==> src/hdl/pdc_div.sv <==
module pdc_div #(
  parameter int NUM_W  = 32,
  parameter int DEN_W  = 32,
  parameter int SIDE_W = 1
) (
  input  logic              clk,
  input  logic              rst_n,
  input  logic              en,
  input  logic              in_valid,
  input  logic [NUM_W-1:0]  in_num,
  input  logic [DEN_W-1:0]  in_den,
  input  logic [SIDE_W-1:0] in_side,
  output logic              out_valid,
  output logic [NUM_W-1:0]  out_quot,
  output logic [SIDE_W-1:0] out_side
);

  // per-stage registers, stage s holds the state after s+1 quotient bits
  logic [NUM_W-1:0]  vld_r;
  logic [DEN_W-1:0]  rem_r  [0:NUM_W-1];
  logic [NUM_W-1:0]  num_r  [0:NUM_W-1];
  logic [NUM_W-1:0]  quot_r [0:NUM_W-1];
  logic [DEN_W-1:0]  den_r  [0:NUM_W-1];
  logic [SIDE_W-1:0] side_r [0:NUM_W-1];

  for (genvar s = 0; s < NUM_W; s++) begin : g_stage
    logic              src_vld;
    logic [DEN_W-1:0]  src_rem;
    logic [NUM_W-1:0]  src_num;
    logic [NUM_W-1:0]  src_quot;
    logic [DEN_W-1:0]  src_den;
    logic [SIDE_W-1:0] src_side;
    logic [DEN_W:0]    trial;
    logic [DEN_W:0]    diff;
    logic              ge;
    logic [DEN_W-1:0]  rem_nxt;

    // stage source: ports for the first stage, previous stage otherwise
    if (s == 0) begin : g_first
      assign src_vld  = in_valid;
      assign src_rem  = '0;
      assign src_num  = in_num;
      assign src_quot = '0;
      assign src_den  = in_den;
      assign src_side = in_side;
    end else begin : g_next
      assign src_vld  = vld_r[s-1];
      assign src_rem  = rem_r[s-1];
      assign src_num  = num_r[s-1];
      assign src_quot = quot_r[s-1];
      assign src_den  = den_r[s-1];
      assign src_side = side_r[s-1];
    end

    // one restoring step: bring down a numerator bit, trial subtract
    always_comb begin
      trial   = {src_rem, src_num[NUM_W-1]};
      diff    = trial - {1'b0, src_den};
      ge      = (trial >= {1'b0, src_den});
      rem_nxt = ge ? diff[DEN_W-1:0] : trial[DEN_W-1:0];
    end

    // valid bit
    always_ff @(posedge clk) begin
      if (!rst_n) begin
        vld_r[s] <= 1'b0;
      end else if (en) begin
        vld_r[s] <= src_vld;
      end
    end

    // payload
    always_ff @(posedge clk) begin
      if (en) begin
        rem_r[s]  <= rem_nxt;
        num_r[s]  <= {src_num[NUM_W-2:0], 1'b0};
        quot_r[s] <= {src_quot[NUM_W-2:0], ge};
        den_r[s]  <= src_den;
        side_r[s] <= src_side;
      end
    end
  end

  assign out_valid = vld_r[NUM_W-1];
  assign out_quot  = quot_r[NUM_W-1];
  assign out_side  = side_r[NUM_W-1];

endmodule

==> config.mk <==
export PLATFORM = sky130hd
export DESIGN_NAME = pdc_div
export DESIGN_NICKNAME = d
export VERILOG_FILES = /design/src/hdl/pdc_div.sv
export SDC_FILE = /design/constraint.sdc
export NUM_CORES = 2
export LEC_CHECK = 0
export ABC_CLOCK_PERIOD_IN_PS = 3300
export BUFFER_PORTS_ARGS = -buffer_cell sky130_fd_sc_hd__buf_2
export CELL_PAD_IN_SITES_DETAIL_PLACEMENT = 1
export CELL_PAD_IN_SITES_GLOBAL_PLACEMENT = 2
export CORE_MARGIN = 2
export CORE_UTILIZATION = 41
export DETAILED_ROUTE_END_ITERATION = 7
export GPL_ROUTABILITY_DRIVEN = 0
export MAX_ROUTING_LAYER = met4
export PLACE_DENSITY = 0.84
export SYNTH_ARGS = -nofsm -noshare
export SYNTH_HDL_FRONTEND = slang
export SYNTH_MEMORY_MAX_BITS = 65536
export SYNTH_SLANG_ARGS = --single-unit
==> constraint.sdc <==
create_clock -name clk -period 3.3 [get_ports clk]
set_input_delay 0.495 -clock clk [delete_from_list [all_inputs] [get_ports clk]]
set_output_delay 0.495 -clock clk [all_outputs]
set_load 0.005 [all_outputs]
# Word-level counts from Yosys, hierarchy flattened
# Memory sizes are Yosys's and may differ from the RTL's.
# Index checks and enable logic that the tools add are counted.
# classes
mux,34
addsub,32
n_lt_le_gt_ge,32
# op_table
cell,n
$mux 32,32
$ge 33x32->1,31
$sub 32x32->32,31
$ge 1x32->1,1
$sub 1x32->32,1
$mux 1,2
# totals
mem_count,5
output_inout_bits,34
mem_bits_rw,4096
input_bits,69
word_cells,135
regBits,32
# mem_list
name,words,word_bits,rd,rd_clocked_by_memory_dff,wr,line,source
den_r,32,32,31,0,32,23,logic [DEN_W-1:0] den_r [0:NUM_W-1];
quot_r,32,32,32,0,32,22,logic [NUM_W-1:0] quot_r [0:NUM_W-1];
rem_r,32,32,31,0,32,20,logic [DEN_W-1:0] rem_r [0:NUM_W-1];
num_r,32,31,31,0,32,21,logic [NUM_W-1:0] num_r [0:NUM_W-1];
side_r,32,1,32,0,32,24,logic [SIDE_W-1:0] side_r [0:NUM_W-1];

# Logic depth before layout (Yosys ltp)
# An unclocked memory read counts as a cell.
# depth
depth_word,3
depth_mapped,15
mapped_depth_nobuf,13

# Worst setup path after synthesis
# Ideal clock, no wire load.
# synth_path
kind,register to register
startpoint,"memory den_r[2][1], in the netlist den_r[0][65]"
endpoint,"memory rem_r[3][10], data pin"
setup_time_ns,0.260
synth_period_minus_slack_ns,3.505
n_path_buf,2
t_required_ns,3.040
slack_ns,-0.205
stages_incl_launch_ff,15
t_arrival_ns,3.245
path_cell_list,edfxtp_1 inv_1 ha_1 nor2b_4 o31a_1 o41a_1 o221ai_4 o21ai_2 a2111oi_4 a21oi_2 a211oi_2 o21ba_1 buf_6 buf_12 mux2_4
# synth_lines
item,line
from (decl),23
to (decl),20

==> summary.md <==
| Metric | Value |
|---|---|
| Critical R2R Capture | `rem_r[18][14]$_DFFE_PP_` |
| Crit share post-route | `1.15` |
| Failing checks | `negative setup slack` |
| Wirelength per Cell | `23.2 um` |
| Clk_lat worst skew | `0.98 ns` |
| Internal Power | `134000 uW` |
| Post-DP Area | `177000 um^2` |
| Core Rows | `226` |
| DR iter-0 viols | `7888` |
| Reg-to-reg slack, setup | `-0.48 ns` |
| Vias in the first global route | `117482` |
| Worst Max-Slew Pin Slew | `1.05 ns` |
| Die footprint | `387000 um^2` |
| Startpoint Class | `flip-flop` |
| Port bufs | `102` |
| Cell taking the most area after synthesis | `edfxtp_1` |
| Largest family of logic cells by synthesized area | `compound AO/OA/AOI/OAI gates` |
| H-tree levels | `5` |
| Slew margin rel. | `0.301` |
| Post-Synth Simple-Gate Area | `0.0765` |
| CTS Buf Count | `346` |
| Die X | `622 um` |
| Residual DRC | `0` |
| Clk network pwr share | `0.187` |
| Psw | `79500 uW` |
| Gr usage total | `0.236` |
| Crit path DAT | `4.46 ns` |
| Pwr dens | `1060 nW/um^2` |
| P_leak | `0.0832 uW` |
| Final HPWL DP | `317000 um` |
| Sequential area share after synthesis | `0.587` |
| #FFs+latches synth | `3072` |
| Complex-gate fraction of the synthesized area | `0.130` |
| Post-synth EDFFs | `3040` |
| Max Clock Skew | `0.0488 ns` |
| Synth Area in XOR/XNOR | `0.0448` |
| Setup Total Neg Slack | `-88.66 ns` |
| GR Overflow Total | `0` |
| Multi-input gate area in the final layout | `65000 um^2` |
| Final Hold Vio Count | `0` |
| Count of pins over their slew limit | `0` |
| Crit. End Element | `flip-flop` |
| Synth cell count leaders | `edfxtp_1 (3040), inv_1 (1220), ha_1 (994), a21oi_1 (992), nand2_1 (749)` |
| Clk sink count | `3072` |
| Reg area | `91900 um^2` |
| First-pass GRT wire length | `697000 um` |
| CP required | `3.97 ns` |
| Clk slew on worst S/H paths | `0.06 ns` |
| RSZ-0062 raised after global routing | `yes` |
| Worst-case clock buffer depth | `4` |
| Synth Area in Adders | `0.0832` |
| Unique masters post-synth | `110` |
| Area growth from synthesis to layout | `28.4%` |
| Synthesized area per cell | `12.3 um^2` |
| Hold_ws | `0.242 ns` |
| Final WL | `477000 um` |
| Final layout net count | `16343` |
| Largest net degree at the start of global routing | `178` |
| Initial Utilization | `0.412` |
| Post-synthesis mux area share | `0.0398` |
| Max incr delay on CP | `0.50 ns` |
| Mapped Nets | `13822` |
| Hold depth | `2` |
| Switching Share | `0.373` |
| Final std cells w/o fill | `20553` |
| Antenna Violating Nets Remaining | `0` |
| Top post-synthesis cells by area | `edfxtp_1 (58%), ha_1 (7.9%), a21oi_1 (3.2%)` |
| Die Span Y | `622 um` |
| Post-DR vias/cell | `5.46` |
| Worst setup path category | `flip-flop to flip-flop` |
| CTS tree | `built` |
| Hold Crit Class | `input pin to flip-flop` |
| Worst hold start | `in_den[11]` |
| Design area | `201000 um^2` |
| Count leader, synth | `edfxtp_1` |
| Placed cells | `19396` |
| Final setup fails | `573` |
| Post-route setup slack | `-0.483 ns` |
| Worst Hold End | `den_r[0][11]$_DFFE_PP_` |
| Top_reg_cell synth | `edfxtp_1` |
| Worst r2r path cells | `13` |
| Max Fclk | `264 MHz` |
| Max cap viols | `0` |
| Finished Core Util | `0.530` |
| Cell Chain, Critical Path | `ha_1 > nor2b_4 > o21bai_1 > nand3_2 > a2111oi_4 > o31a_2 > o31ai_2 > a21oi_2 > o221ai_2 > a2111oi_4 > buf_6 > buf_12 > mux2_4` |
| Via count | `112304` |
| Slowest cell on crit path | `a2111oi_4` |
| Core ar. | `380000 um^2` |
| Combinational Power Share | `0.521` |
| Minimum clock period | `3.78 ns` |
| Filler cells | `38755` |
| Root Driver | `clkbuf_16` |
| I/O pin count | `103` |
| Crit-path max FO | `8` |
| Sequential share of power | `0.292` |
| Post-synthesis cell area | `157000 um^2` |
| Initial antenna violation count | `8` |
| Peak supply drop | `0.614 mV` |
| Synthesis warning total | `0` |
| Reg2reg start | `rem_r[17][0]$_DFFE_PP_` |
| Syn Inst Count | `12729` |
| Status | `finished, violations left` |
| Layout cells sized above 1 | `0.277` |
| Top cell type's share of synthesized area | `0.583` |
| Async set-reset flop share out of synthesis | `0` |
| Most used cell, CP | `a2111oi_4` |
| DRT Pass-1 Iters | `6` |
## final cells by class
| cell class | count | area share |
|---|---|---|
| flip-flops and latches | 3072 | 0.457 |
| repair buffers | 2501 | 0.108 |
| clock inverters | 218 | 0.0128 |
| clock buffers | 412 | 0.0448 |
| inverters | 1223 | 0.0230 |
| well taps | 5016 | 0.0312 |
| diodes | 5 | 0.0000622 |
| multi-input cells | 8106 | 0.323 |
## state kept, by name (all words and copies together) (netlist names)
register / flops
g_stage.src_vld: 31
num_r: 496
rem_r: 992
quot_r: 528
out_valid: 1
side_r: 32
den_r: 992
## worst max-delay path by stage
stage / from / end / slack, ns / depth (start not counted)
2_1_floorplan: rem_r[17][5]$_DFFE_PP_ / rem_r[18][10]$_DFFE_PP_ / -0.08 / 12
3_3_place_gp: den_r[1][38]$_DFFE_PP_ / rem_r[18][2]$_DFFE_PP_ / -0.49 / 13
3_5_place_dp: den_r[1][289]$_DFFE_PP_ / rem_r[26][27]$_DFFE_PP_ / -0.55 / 15
4_1_cts: den_r[1][33]$_DFFE_PP_ / rem_r[18][30]$_DFFE_PP_ / -0.43 / 15
5_1_grt: rem_r[17][0]$_DFFE_PP_ / rem_r[18][14]$_DFFE_PP_ / -0.59 / 13
6_report: rem_r[17][0]$_DFFE_PP_ / rem_r[18][14]$_DFFE_PP_ / -0.48 / 13
## logic make-up (layout without fill, tap and decap cells)
kind of cell    Yosys count  after routing
fa+ha+maj              1024           1024
simple gates           2525           2525
flops                  3072           3072
mux                     546            546
xor+xnor                802            802
buf+inv                1552           4354
compound gates         3208           3209
other cells               0              5
## cells in the final DEF (no fill, tap or decap), types with 475 or more instances in the layout
master,n
a21o_1,540
a21oi_1,872
buf_4,2044
edfxtp_1,3040
ha_1,865
inv_1,1176
nand2_1,715
nor2_1,610
o21ai_0,557
xnor2_1,475
## worst max-delay path: cells and delay by family, from the launching register on
kind | cells | cell delay (ns)
AND/OR/NAND/NOR | 2 | 0.29
AO/OA/AOI/OAI | 7 | 1.74
adder cells (fa/ha/maj) | 1 | 0.35
flip-flops | 1 | 0.41
buffers and inverters | 2 | 0.38
multiplexers | 1 | 0.31
## power by group through the flow
stage | logic (uW) | clock network (uW) | registers, uW
floorplan | 56300 | 0 | 59000
global placement | 85500 | 0 | 62400
detailed placement | 88400 | 0 | 62600
CTS | 101000 | 40500 | 62100
global route | 119000 | 42000 | 63000
finish | 111000 | 39900 | 62400
## metrics by stage
stage          power [uW]  setup WS (ns)
2_1_floorplan      115000        -0.0843
3_3_place_gp       148000         -0.492
3_5_place_dp       151000         -0.545
4_1_cts            203000         -0.434
5_1_grt            224000         -0.590
6_report           213000         -0.483
## repair_timing
item / in CTS / in global routing
endpoints found under the setup margin: 909 / 900
gates cloned: 57 / 23
gates resized for setup: 785 / 823
hold buffers: 69 / 0
pin swaps: 230 / 390
buffers inserted: 213 / 222
endpoints found under the hold margin: 103 / 0
## routing by layer
metal / global-route usage / vias up / share of wire
met5: - / - / 0
met4: 0.0883 / 0 / 0.047
met3: 0.0253 / 1039 / 0.041
met2: 0.409 / 2708 / 0.51
met1: 0.283 / 56407 / 0.41
li1: - / 52150 / -
No activity file was read; power rests on OpenSTA's default activity.
